[config.mk]
export PLATFORM = sky130hd
export DESIGN_NAME = socks4_request_acl_check_top
export DESIGN_NICKNAME = d
export VERILOG_FILES = /design/src/rtl/core/s4acl_pkg.sv /design/src/rtl/core/socks4_request_acl_check_top.sv
export SDC_FILE = /design/constraint.sdc
export NUM_CORES = 1
export LEC_CHECK = 0
export ABC_AREA = 1
export BUFFER_PORTS_ARGS = -buffer_cell sky130_fd_sc_hd__buf_2
export CORE_MARGIN = 3
export CORE_UTILIZATION = 28
export CTS_CLUSTER_DIAMETER = 40
export DETAILED_ROUTE_END_ITERATION = 12
export PLACE_DENSITY = 0.43
export SYNTH_ARGS = -nofsm -noshare
export SYNTH_HDL_FRONTEND = slang
export SYNTH_SLANG_ARGS = --single-unit
[constraint.sdc]
create_clock -name i_clk -period 4.42 [get_ports i_clk]
set_input_delay 0.663 -clock i_clk [delete_from_list [all_inputs] [get_ports i_clk]]
set_output_delay 0.663 -clock i_clk [all_outputs]
set_load 0.01 [all_outputs]
[src/rtl/core/s4acl_pkg.sv]
// Shared types, codes and helpers for the SOCKS4 request rule check.
`default_nettype none

package s4acl_pkg;

    localparam int RULE_COUNT_DEF = 16;

    localparam logic       CMD_STORE     = 1'b0;
    localparam logic       CMD_CHECK     = 1'b1;
    localparam logic       KIND_CONNECT  = 1'b0;
    localparam logic       KIND_BIND     = 1'b1;
    localparam logic       RES_ACK       = 1'b0;
    localparam logic       RES_VERDICT   = 1'b1;
    localparam logic [7:0] SOCKS_VERSION = 8'd4;
    localparam logic [7:0] REQ_CONNECT   = 8'd1;
    localparam logic [7:0] REQ_BIND      = 8'd2;
    localparam logic [7:0] CODE_NONE     = 8'd0;
    localparam logic [7:0] CODE_GRANTED  = 8'd90;
    localparam logic [7:0] CODE_REJECTED = 8'd91;

    localparam logic [1:0] VERDICT_ACCEPTED = 2'd0;
    localparam logic [1:0] VERDICT_REJECTED = 2'd1;
    localparam logic [1:0] VERDICT_VERSION  = 2'd2;
    localparam logic [1:0] VERDICT_LOOKUP   = 2'd3;

    typedef struct packed {
        logic        command;
        logic [3:0]  rule_slot;
        logic        rule_enable;
        logic        rule_kind;
        logic [31:0] rule_address;
        logic [3:0]  rule_wildcards;
        logic [7:0]  req_version;
        logic [7:0]  req_code;
        logic [31:0] req_address;
        logic [15:0] req_port;
    } t_in_word;

    typedef struct packed {
        logic        result_kind;
        logic        send_reply;
        logic [7:0]  reply_code;
        logic [1:0]  verdict;
        logic [31:0] out_address;
        logic [15:0] out_port;
    } t_out_word;

    typedef struct packed {
        logic        kind;
        logic [31:0] address;
        logic [3:0]  wildcards;
    } t_rule;

    typedef enum logic [1:0] {
        S_IDLE,
        S_SCAN,
        S_DRAIN,
        S_EMIT
    } t_state;

    function automatic logic [31:0] care_mask(input logic [3:0] wild);
        care_mask = {{8{~wild[3]}}, {8{~wild[2]}}, {8{~wild[1]}}, {8{~wild[0]}}};
    endfunction

endpackage

`default_nettype wire

[src/rtl/core/socks4_request_acl_check_top.sv]
// Top level: SOCKS4 request check against a wildcard address rule table.
// Flow: a rule store word goes from acceptance through S_EMIT to the output
//   register; a request that scans the table passes S_SCAN, S_DRAIN and S_EMIT.
// One word at a time: input is taken only in S_IDLE, S_EMIT waits for a free
//   output register, and the single memory read port scans one rule a cycle.
// Reset: synchronous, active low; clears all rule valid bits and the output valid.
`default_nettype none

module socks4_request_acl_check_top
    import s4acl_pkg::*;
#(
    parameter int RULE_COUNT = RULE_COUNT_DEF
) (
    input  wire logic      i_clk,
    input  wire logic      i_rst_n,
    input  wire logic      i_in_valid,
    output logic           o_in_ready,
    input  wire t_in_word  i_in_word,
    output logic           o_out_valid,
    input  wire logic      i_out_ready,
    output t_out_word      o_out_word
);

    localparam int IDX_W = (RULE_COUNT > 1) ? $clog2(RULE_COUNT) : 1;
    localparam logic [IDX_W-1:0] LAST_IDX = IDX_W'(RULE_COUNT - 1);

    t_rule                  r_mem [RULE_COUNT];
    logic [RULE_COUNT-1:0]  r_valid;
    t_state                 r_state, n_state;
    logic [IDX_W-1:0]       r_idx;
    logic [IDX_W-1:0]       r_rd_idx;
    logic                   r_rd_act;
    t_rule                  r_rd_data;
    logic                   r_hit;
    logic                   r_scan;
    logic [31:0]            r_req_addr;
    logic [15:0]            r_req_port;
    logic                   r_req_kind;
    t_out_word              r_res;
    t_out_word              r_out;
    logic                   r_out_valid;

    logic                   w_in_acc;
    logic                   w_slot_ok;
    logic [IDX_W-1:0]       w_wr_idx;
    logic                   w_need_scan;
    t_out_word              w_res_init;
    t_out_word              n_res;
    logic                   w_emit;
    logic                   w_match;

    assign w_in_acc  = i_in_valid && o_in_ready;
    assign w_slot_ok = {3'b000, i_in_word.rule_slot} < 7'(RULE_COUNT);
    assign w_wr_idx  = IDX_W'(i_in_word.rule_slot);

    always_comb begin
        w_res_init             = '0;
        w_need_scan            = 1'b0;
        w_res_init.result_kind = RES_ACK;
        if (i_in_word.command == CMD_CHECK) begin
            w_res_init.result_kind = RES_VERDICT;
            if (i_in_word.req_version != SOCKS_VERSION) begin
                w_res_init.verdict = VERDICT_VERSION;
            end else if (i_in_word.req_address[31:8] == 24'd0 &&
                         i_in_word.req_address[7:0] != 8'd0) begin
                w_res_init.verdict     = VERDICT_LOOKUP;
                w_res_init.out_address = i_in_word.req_address;
                w_res_init.out_port    = i_in_word.req_port;
            end else begin
                w_res_init.send_reply = 1'b1;
                w_res_init.reply_code = CODE_REJECTED;
                w_res_init.verdict    = VERDICT_REJECTED;
                w_need_scan = i_in_word.req_code inside {REQ_CONNECT, REQ_BIND};
            end
        end
    end

    always_ff @(posedge i_clk) begin
        if (w_in_acc && i_in_word.command == CMD_STORE && w_slot_ok) begin
            r_mem[w_wr_idx] <= '{kind:      i_in_word.rule_kind,
                                 address:   i_in_word.rule_address,
                                 wildcards: i_in_word.rule_wildcards};
        end
        r_rd_data <= r_mem[r_idx];
        r_rd_idx  <= r_idx;
    end

    always_ff @(posedge i_clk) begin
        if (!i_rst_n) begin
            r_valid <= '0;
        end else if (w_in_acc && i_in_word.command == CMD_STORE && w_slot_ok) begin
            r_valid[w_wr_idx] <= i_in_word.rule_enable;
        end
    end

    assign w_match = r_valid[r_rd_idx] && (r_rd_data.kind == r_req_kind) &&
                     (((r_rd_data.address ^ r_req_addr) &
                       care_mask(r_rd_data.wildcards)) == 32'd0);

    always_ff @(posedge i_clk) begin
        if (w_in_acc) begin
            r_req_addr <= i_in_word.req_address;
            r_req_port <= i_in_word.req_port;
            r_req_kind <= (i_in_word.req_code == REQ_BIND) ? KIND_BIND : KIND_CONNECT;
            r_res      <= w_res_init;
            r_scan     <= (i_in_word.command == CMD_CHECK) && w_need_scan;
            r_hit      <= 1'b0;
            r_idx      <= '0;
        end else begin
            if (r_state == S_SCAN && r_idx != LAST_IDX) begin
                r_idx <= r_idx + 1'b1;
            end
            if (r_rd_act && w_match) begin
                r_hit <= 1'b1;
            end
        end
    end

    always_ff @(posedge i_clk) begin
        if (!i_rst_n) begin
            r_state  <= S_IDLE;
            r_rd_act <= 1'b0;
        end else begin
            r_state  <= n_state;
            r_rd_act <= (r_state == S_SCAN);
        end
    end

    always_comb begin
        n_state    = r_state;
        o_in_ready = 1'b0;
        w_emit     = 1'b0;
        case (r_state)
            S_IDLE: begin
                o_in_ready = i_rst_n;
                if (w_in_acc) begin
                    n_state = (i_in_word.command == CMD_CHECK && w_need_scan) ?
                              S_SCAN : S_EMIT;
                end
            end
            S_SCAN: begin
                if (r_idx == LAST_IDX) begin
                    n_state = S_DRAIN;
                end
            end
            S_DRAIN: begin
                n_state = S_EMIT;
            end
            S_EMIT: begin
                if (!r_out_valid || i_out_ready) begin
                    w_emit  = 1'b1;
                    n_state = S_IDLE;
                end
            end
            default: begin
                n_state = S_IDLE;
            end
        endcase
    end

    always_comb begin
        n_res = r_res;
        if (r_scan && r_hit) begin
            n_res.reply_code  = CODE_GRANTED;
            n_res.verdict     = VERDICT_ACCEPTED;
            n_res.out_address = r_req_addr;
            n_res.out_port    = r_req_port;
        end
    end

    always_ff @(posedge i_clk) begin
        if (!i_rst_n) begin
            r_out_valid <= 1'b0;
        end else if (w_emit) begin
            r_out_valid <= 1'b1;
        end else if (i_out_ready) begin
            r_out_valid <= 1'b0;
        end
    end

    always_ff @(posedge i_clk) begin
        if (w_emit) begin
            r_out <= n_res;
        end
    end

    assign o_out_valid = r_out_valid;
    assign o_out_word  = r_out;

    a_read_in_scan: assert property (@(posedge i_clk) disable iff (!i_rst_n)
        r_rd_act |-> (r_state == S_SCAN || r_state == S_DRAIN))
        else $error("read data pending outside the table scan");

    a_store_sets_valid: assert property (@(posedge i_clk) disable iff (!i_rst_n)
        (w_in_acc && i_in_word.command == CMD_STORE && w_slot_ok) |=>
        (r_valid[$past(w_wr_idx)] == $past(i_in_word.rule_enable)))
        else $error("rule valid bit not updated by store");

    a_emit_free_slot: assert property (@(posedge i_clk) disable iff (!i_rst_n)
        (r_state == S_EMIT && !r_out_valid) |=> (r_out_valid && r_state == S_IDLE))
        else $error("result not loaded into free output register");

    a_ack_clean: assert property (@(posedge i_clk) disable iff (!i_rst_n)
        (o_out_valid && o_out_word.result_kind == RES_ACK) |->
        (!o_out_word.send_reply && o_out_word.reply_code == CODE_NONE &&
         o_out_word.out_address == 32'd0))
        else $error("store acknowledgment carries request fields");

    a_grant_code: assert property (@(posedge i_clk) disable iff (!i_rst_n)
        (o_out_valid && o_out_word.result_kind == RES_VERDICT &&
         o_out_word.verdict == VERDICT_ACCEPTED) |->
        (o_out_word.send_reply && o_out_word.reply_code == CODE_GRANTED))
        else $error("granted verdict without granted reply code");

endmodule

`default_nettype wire
==> impl_metrics.csv, run 1 <==
group,metric,value,unit
synthesis,synthMuxAreaShare,0,%
place,port_buffers,169,
run_status,status,"finished clean",
routing,first_pass_iters,5,
cells_and_area,fin_nets,2740,
cells_and_area,syn2layout_area_growth,22.3,%
critical_path,critPathMaxFanout,22,
cts,insertion_delay,700,ps
cts,cts_max_level,4,
critical_path,path_class,"flop to flop",
cells_and_area,mostFrequentLayoutCell,"edfxtp_1",
die,initial_core_util,28.3,%
timing,setup_viol,0,
timing,hold_viol_final,0,
cts,cts.sinks,814,
global_route,grt_max_degree,110,
routing,routed_wl,85000,microns
timing,period_share,64.3,%
cts,numCtsBuffers,133,
die,die_area,116000,sq um
cts,cts-resized-gates,0,
critical_path,rr_startpoint,"r_state[1]",
die,fp-row-count,122,
timing,tns,0,ps
synthesis,ys_seq_area_share,75.8,%
synthesis,ys_types,40,
critical_path,arrival,3230,ps
synthesis,synth_top_family_by_area,"simple AND/OR/NAND/NOR gates",
timing,fin_hold_ws,153,ps
die,num_io_pins,173,
power_and_ir_drop,p_leak,0.0134,uW
die,die_x,341,microns
critical_path,cp_slowest_cell,"nor2_4",
power_and_ir_drop,pwr_density_cell,632,nW/um^2
timing,maxSlewHeadroom,21.9,%
power_and_ir_drop,vdd_drop_max,0.542,mV
critical_path,slowest_delay,760,ps
global_route,antenna_found_initial,5,
synthesis,syn-cell-area,31400,sq um
critical_path,worst_setup_path_start_kind,"flop",
cells_and_area,fin_util,34.6,%
routing,routedWlPerCell,20.1,microns
cts,ctsHoldBuffers,0,
cts,cts-root-buf,"clkbuf_16",
synthesis,ys_seq_elements,814,
global_route,grt_overflow,0,
routing,dr.first_iter.drc_count,1341,
cells_and_area,layout_common_cells,"748 x edfxtp_1, 367 x nor2_1, 325 x o21ai_0, 278 x nand2_1, 169 x buf_2",
cts,cts_tree,"built",
synthesis,yosys_warnings,0,
critical_path,required,4800,ps
routing,via_per_inst,4.67,
global_route,grt_pass1_wl,127000,microns
place,gp_congestion,0.748,
timing,fmax,0.352,GHz
critical_path,crit_chain,"inv_1 -> ha_1 -> nand2_1 -> inv_2 -> nand2_2 -> nor2_4 -> nand2_1 -> nor2_4 -> buf_12",
synthesis,syn-mean-instance-area,13.1,sq um
min_path,hold_path_class,"input port to flop",
die,core_area,111000,sq um
timing,finalMaxSlewViolations,0,
die,die_y,341,microns
min_path,hold_path_startpoint,"i_in_word[36]",
timing,rsz0062_at_grt,"no",
global_route,track_usage,14.6,%
synthesis,synth_compound_area_share,9.43,%
cts,post_cts_buffers,0,
cts,clk_pin_slew,60,ps
critical_path,worstSetupStartpoint,"r_state[1]",
cells_and_area,fin_area,38400,sq um
flow_run,cap_viol_max_count,0,
global_route,grt_pass1_vias,19991,
routing,ant_nets,0,
cells_and_area,drive_gt1_share,17.8,%
synthesis,synth-xor-area-share,0.391,%
place,place_area,34000,sq um
routing,vias,19721,
place,place_hpwl,49500,microns
critical_path,endpoint_kind,"flop",
synthesis,synthAdderAreaFrac,0.239,%
timing,period_minus_slack,2840,ps
cts,cts_buffer_depth,3,
synthesis,netlist_instances,2387,
timing,worstMarginPinSlew,1170,ps
synthesis,yosys.area_share.simple,10.4,%
routing,drc_errors,0,
timing,finalClockSkew,22.4,ps
[logic make-up (layout without fill, tap and decap cells)]
kind of cell | after synthesis | count (layout)
DFF | 814 | 814
and+or+nand+nor | 802 | 802
AOI/OAI and AO/OA | 506 | 506
buffers and inverters | 244 | 562
xor gates and xnor gates | 14 | 14
adders and majority gates | 6 | 6
other | 1 | 32
[critical path, delay by kind of cell, from the launching register on]
family	cells	cell delay (ps)
AND/OR/NAND/NOR	5	1460
buffers and inverters	3	500
flip-flops	1	330
adder cells (fa/ha/maj)	1	200
[worst paths after layout]
path                                       end  slack (ps)  cells after the start
worst max-delay path              r_mem[4][14]        1580                      9
worst min-delay path            r_req_addr[20]         150                      1
worst max register to register    r_mem[4][14]        1580                      9
worst min register to register  o_out_word[59]         430                      0
[per-stage QoR]
| stage | setup WS [ps] | total power, uW | instances |
|---|---|---|---|
| final | 1580 | 24200 | 4224 |
| after global placement | 1230 | 14400 | 3976 |
| after global routing | 1430 | 25500 | 4219 |
| after CTS | 1580 | 24600 | 4219 |
| after detailed placement | 1170 | 14500 | 3976 |
| after floorplan | 616 | 12700 | 2413 |
[layer usage]
layer / vias up / GRT usage, % / wire (microns)
met1: 9898 / 19.8 / 38500
met3: 138 / 3.31 / 5060
met4: 2 / 4.50 / 1870
met5: - / 0 / 13
met2: 521 / 23.1 / 39500
li1: 9162 / - / -
[synthesized netlist by cell type, drive strengths merged]
cell      n  share of area, %
a211oi    1             0.024
a21oi     5             0.080
a31oi     2             0.040
buf      72               1.7
clkbuf   67              0.80
conb      1             0.012
dfxtp    66               4.2
edfxtp  748                72
ha        6              0.24
inv     105               1.3
nand2   281               3.4
nand3    91               1.5
nand3b    1             0.024
nand4     7              0.14
nor2    396               4.9
nor3     20              0.32
nor4      2             0.060
o211ai   12              0.37
o21ai   338               5.4
o221ai   65               1.9
o22ai    83               1.7
or2       4             0.080
xnor2    12              0.34
xor2      2             0.056
[sequential cells by signal (all words and copies together) (netlist names), 4 cells and up]
| register | flops |
|---|---|
| o_out_word | 54 |
| r_idx | 4 |
| r_mem | 592 |
| r_rd_data | 37 |
| r_rd_idx | 4 |
| r_req_addr | 32 |
| r_req_port | 16 |
| r_res | 51 |
| r_valid | 16 |
[area by class of cell]
| cell class | instances | area (sq um) |
|---|---|---|
| Timing Repair Buffer | 214 | 1270 |
| Tap cell | 1488 | 1860 |
| Clock inverter | 83 | 845 |
| Multi-Input combinational cell | 1355 | 6640 |
| Fill cell | 10784 | 72600 |
| Sequential cell | 814 | 23800 |
| Antenna cell | 5 | 12.5 |
| Clock buffer | 160 | 3520 |
| Inverter | 105 | 410 |
[report_power, final]
| part | internal, uW | switching, uW |
|---|---|---|
| registers | 8950 | 427 |
| logic | 1470 | 3390 |
| clock network | 6370 | 3630 |
Power figures use the tool's default switching activity.
==> inputs of run 2 (changes only) <==
PLACE_DENSITY = 0.44   (was 0.43)
clock period = 2.5 ns   (was 4.42 ns; I/O delays follow)
==> impl_metrics.csv, run 2 (synthesis gave the netlist of run 1 again) <==
group,metric,value,unit
routing,dr.first_iter.drc_count,1561,
die,core_area,111000,sq um
cells_and_area,fin_nets,2798,
cts,cts_buffer_depth,3,
place,placedCellCount,4004,
cells_and_area,layout_common_cells,"748 x edfxtp_1, 367 x nor2_1, 325 x o21ai_0, 277 x nand2_1, 169 x buf_2",
timing,setup_viol,0,
global_route,grt_pass1_wl,128000,microns
critical_path,worst_setup_path_start_kind,"flop",
cts,cts.sinks,814,
timing,worstMarginPinSlew,966,ps
cts,insertion_delay,660,ps
critical_path,path_class,"flop to flop",
min_path,hold_path_class,"input port to flop",
routing,via_per_inst,4.63,
cells_and_area,instances_no_fill,4270,
power_and_ir_drop,cell_internal_pwr,29000,uW
critical_path,endpoint_kind,"flop",
timing,hold_viol_final,0,
global_route,antenna_found_initial,13,
timing,finalMaxSlewViolations,0,
die,die_area,116000,sq um
cts,post_cts_buffers,0,
routing,first_pass_iters,7,
timing,finalClockSkew,15.8,ps
cells_and_area,syn2layout_area_growth,24.0,%
cells_and_area,fillers,10785,
global_route,grt_pass1_vias,19607,
cells_and_area,multi_input_area,6660,sq um
die,num_io_pins,173,
flow_run,cap_viol_max_count,0,
cells_and_area,fin_util,35.0,%
cts,cts_tree,"built",
routing,routed_wl,85400,microns
cells_and_area,mostFrequentLayoutCell,"edfxtp_1",
cells_and_area,largest-register,"r_mem",
power_and_ir_drop,pwr-share-clk,38.4,%
power_and_ir_drop,vdd_drop_max,0.618,mV
place,gp_congestion,0.781,
die,fp-row-count,122,
routing,routedWlPerCell,20.0,microns
global_route,grt_max_degree,72,
cells_and_area,fin_area,38900,sq um
timing,rsz0062_at_grt,"no",
die,initial_core_util,28.3,%
critical_path,arrival,2570,ps
critical_path,required,2810,ps
power_and_ir_drop,p_leak,0.0135,uW
power_and_ir_drop,pwr_density_cell,1090,nW/um^2
run_status,status,"finished clean",
cells_and_area,drive_gt1_share,17.6,%
cells_and_area,largest_reg_flops,592,
cts,ctsHoldBuffers,49,
power_and_ir_drop,comb_power_share,23.0,%
cts,cts-resized-gates,0,
place,place_hpwl,51500,microns
power_and_ir_drop,power_frac_seq,38.6,%
timing,maxSlewHeadroom,35.6,%
cts,clk_pin_slew,50,ps
cts,numCtsBuffers,114,
routing,vias,19776,
die,die_y,341,microns
global_route,track_usage,14.5,%
cts,cts_max_level,3,
cells_and_area,area.sequential,23800,sq um
timing,period_share,90.2,%
routing,drc_errors,0,
place,port_buffers,169,
place,place_area,34500,sq um
global_route,grt_overflow,0,
timing,period_minus_slack,2250,ps
cts,cts-root-buf,"clkbuf_16",
timing,fmax,0.444,GHz
die,die_x,341,microns
power_and_ir_drop,p_switching,13200,uW
power_and_ir_drop,p_sw_share,31.4,%
critical_path,critPathMaxFanout,20,
routing,ant_nets,0,
==> run 2: cell count changes in the layout (fill, tap and decap cells not counted), sizes merged <==
cell / previous run / this run
buf: 214 / 242
bufinv: 11 / 15
clkbuf: 160 / 132
clkinv: 49 / 47
clkinvlp: 8 / 14
diode: 5 / 4
dlygate4sd3: 0 / 49
inv: 120 / 110
==> run 2: final cells by class <==
type                            count  area share (%)
Sequential cell                   814            61.2
Multi-Input combinational cell   1355            17.1
Clock buffer                      132            7.73
Timing Repair Buffer              291            5.78
Tap cell                         1488            4.79
Clock inverter                     81            2.31
Inverter                          105            1.05
Antenna cell                        4          0.0257
==> run 2: metrics by stage <==
stage	TNS (ps)	hold slack, ps	power (uW)	worst slack, ps
finish	0	81.1	42200	245
global route	0	78.1	44400	112
CTS	0	20.9	42800	221
detailed placement	0	414	26300	230
global placement	0	414	26300	251
floorplan	-317600	326	22400	-570
==> run 2: worst max-delay path, cell delays in order (launching register included) <==
cell     delay [ps]
dfxtp_2         330
inv_2           110
ha_4            150
nand2_2          50
inv_2            70
nand2_4          90
nor2_4          160
nand2_1         370
nor2_4          190
buf_4           370
==> run 2: worst paths after layout <==
kind	from	to	slack (ps)	cells after the start
min	i_out_ready	o_out_valid	80	4
min reg2reg	r_idx[3]	r_rd_idx[3]	410	0
max	r_state[1]	r_mem[13][14]	250	9
max reg2reg	r_state[1]	r_mem[13][14]	250	9
==> run 2: power groups by stage <==
| stage | registers [uW] | logic [uW] | clock network, uW |
|---|---|---|---|
| after CTS | 16300 | 9840 | 16600 |
| after global placement | 16600 | 9700 | 0 |
| final | 16300 | 9730 | 16200 |
| after global routing | 16400 | 10800 | 17300 |
| after floorplan | 16400 | 6030 | 0 |
| after detailed placement | 16600 | 9730 | 0 |
==> run 2: metal layers <==
layer	up-vias	GRT usage, %	part of all wire (%)
met5	-	0	0.040
met4	4	3.93	1.8
met3	122	2.72	5.7
met2	569	23.3	46
met1	9816	20.1	46
li1	9265	-	-
==> inputs of run 3 (changes only) <==
CORE_UTILIZATION = 40   (was 28)
MAX_ROUTING_LAYER = met4   (was unset)
PLACE_DENSITY = 0.58   (was 0.44)
REMOVE_ABC_BUFFERS = 1   (was unset)
==> impl_metrics.csv, run 3 (synthesis gave the netlist of run 1 again) <==
group,metric,value,unit
timing,period_minus_slack,2310,ps
place,port_buffers,169,
power_and_ir_drop,p_leak,0.0134,uW
cts,cts_tree,"built",
cts,insertion_delay,650,ps
routing,vias,20097,
place,gp_congestion,0.877,
cts,numCtsBuffers,110,
cts,post_cts_buffers,0,
routing,first_pass_iters,5,
cts,cts.sinks,814,
min_path,hold_path_class,"input port to flop",
critical_path,worst_setup_path_start_kind,"flop",
global_route,grt_overflow,0,
cts,cts-root-buf,"clkbuf_16",
routing,top_layer_used,"met4",
die,die_x,286,microns
timing,setup_viol,0,
routing,wl_met2,41500,microns
routing,wl_met3,4770,microns
cells_and_area,layout_common_cells,"748 x edfxtp_1, 367 x nor2_1, 325 x o21ai_0, 278 x nand2_1, 169 x buf_2",
critical_path,arrival,2620,ps
die,initial_core_util,40.4,%
run_status,status,"finished clean",
cells_and_area,fin_nets,2790,
critical_path,critPathMaxFanout,14,
cells_and_area,largest_reg_flops,592,
routing,dr.first_iter.drc_count,1551,
timing,worstMarginPinSlew,1190,ps
timing,fin_hold_ws,89.6,ps
routing,routed_wl,85200,microns
critical_path,path_class,"flop to flop",
routing,via_per_inst,5.28,
routing,drc_errors,0,
routing,ant_nets,0,
critical_path,worst_r2r_path_depth,9,
critical_path,crit_chain,"inv_1 -> ha_1 -> nand2_1 -> inv_2 -> nand2_2 -> nor2_4 -> nand3_2 -> nor2_4 -> buf_4",
critical_path,rr_startpoint,"r_state[1]",
place,place_hpwl,52900,microns
cts,ctsHoldBuffers,49,
timing,rsz0062_at_grt,"no",
flow_run,cap_viol_max_count,0,
timing,hold_viol_final,0,
global_route,grt_pass1_wl,125000,microns
cells_and_area,area.sequential,23800,sq um
timing,fmax,0.433,GHz
power_and_ir_drop,vdd_drop_max,0.749,mV
cells_and_area,largest-register,"r_mem",
critical_path,slowest_delay,340,ps
power_and_ir_drop,pwr_density_cell,1080,nW/um^2
min_path,hold_depth,4,
global_route,grt_pass1_vias,19803,
min_path,whs_endpoint,"o_out_valid",
die,core_area,77600,sq um
critical_path,r2r_slack,190,ps
die,die_y,286,microns
global_route,antenna_found_initial,3,
cts,cts-resized-gates,0,
cells_and_area,syn2layout_area_growth,21.6,%
cts,clk_pin_slew,60,ps
routing,drt-met1-wl,35600,microns
place,place_area,33900,sq um
global_route,grt_max_degree,105,
critical_path,required,2810,ps
timing,finalMaxSlewViolations,0,
critical_path,endpoint_kind,"flop",
cts,cts_buffer_depth,3,
timing,finalClockSkew,34.5,ps
cells_and_area,fin_area,38100,sq um
die,fp-row-count,102,
min_path,hold_path_startpoint,"i_out_ready",
die,num_io_pins,173,
cells_and_area,multi_input_area,6640,sq um
cells_and_area,drive_gt1_share,17.6,%
critical_path,crit_top_cell,"nor2_4",
cells_and_area,fillers,6716,
routing,routedWlPerCell,22.4,microns
cts,cts_max_level,3,
critical_path,cp_slowest_cell,"dfxtp_1",
critical_path,rr_endpoint,"r_mem[3][10]",
cells_and_area,mostFrequentLayoutCell,"edfxtp_1",
timing,maxSlewHeadroom,20.6,%
die,die_area,81800,sq um
global_route,track_usage,21.2,%
timing,period_share,92.3,%
-- run 3: metal layers --
metal / vias to the layer above / global-route usage (%)
met5: - / -
met1: 9960 / 26.6
met4: 0 / 8.41
li1: 9229 / -
met3: 164 / 3.36
met2: 744 / 34.5
-- run 3: through the flow --
step	power, uW	cells	worst slack [ps]	util [%]	setup TNS (ps)
floorplan	20700	2274	-4820	-	-718860
global route	43000	3809	72.7	49.2	0
finish	41100	3809	192	49.2	0
CTS	41500	3807	193	49.2	0
detailed placement	25900	3552	63.8	43.7	0
global placement	25700	3552	93.2	43.7	0
-- run 3: worst max path at each step --
| stage | startpoint | end | slack, ps |
|---|---|---|---|
| final | r_state[1] | r_mem[3][10] | 190 |
| after global routing | r_state[1] | r_mem[6][5] | 70 |
| after CTS | i_in_word[29] | r_res[20] | 190 |
| after detailed placement | i_in_word[29] | r_res[2] | 60 |
| after global placement | i_in_word[29] | r_res[16] | 90 |
| after floorplan | r_idx[0] | r_rd_data[36] | -4820 |
-- run 3: final cells by class --
type                    count  share of cell area [%]
clock buffers             127                    7.63
repair buffers            287                    5.88
clock inverters            79                    2.23
well taps                1040                    3.41
diodes                      2                  0.0131
multi-input cells        1355                    17.4
inverters                 105                    1.06
flip-flops and latches    814                    62.4
-- run 3: critical path: cells and delay by family (launching register included) --
family,cells,cell delay [ps]
fa+ha+maj,1,190
buf+inv,3,480
flops,1,340
simple gates,5,940
-- run 3: where the power goes --
group          internal [uW]  switching, uW  total, uW
clock                   9510           6030      15500
combinational           2880           6420       9300
sequential             15800            473      16300
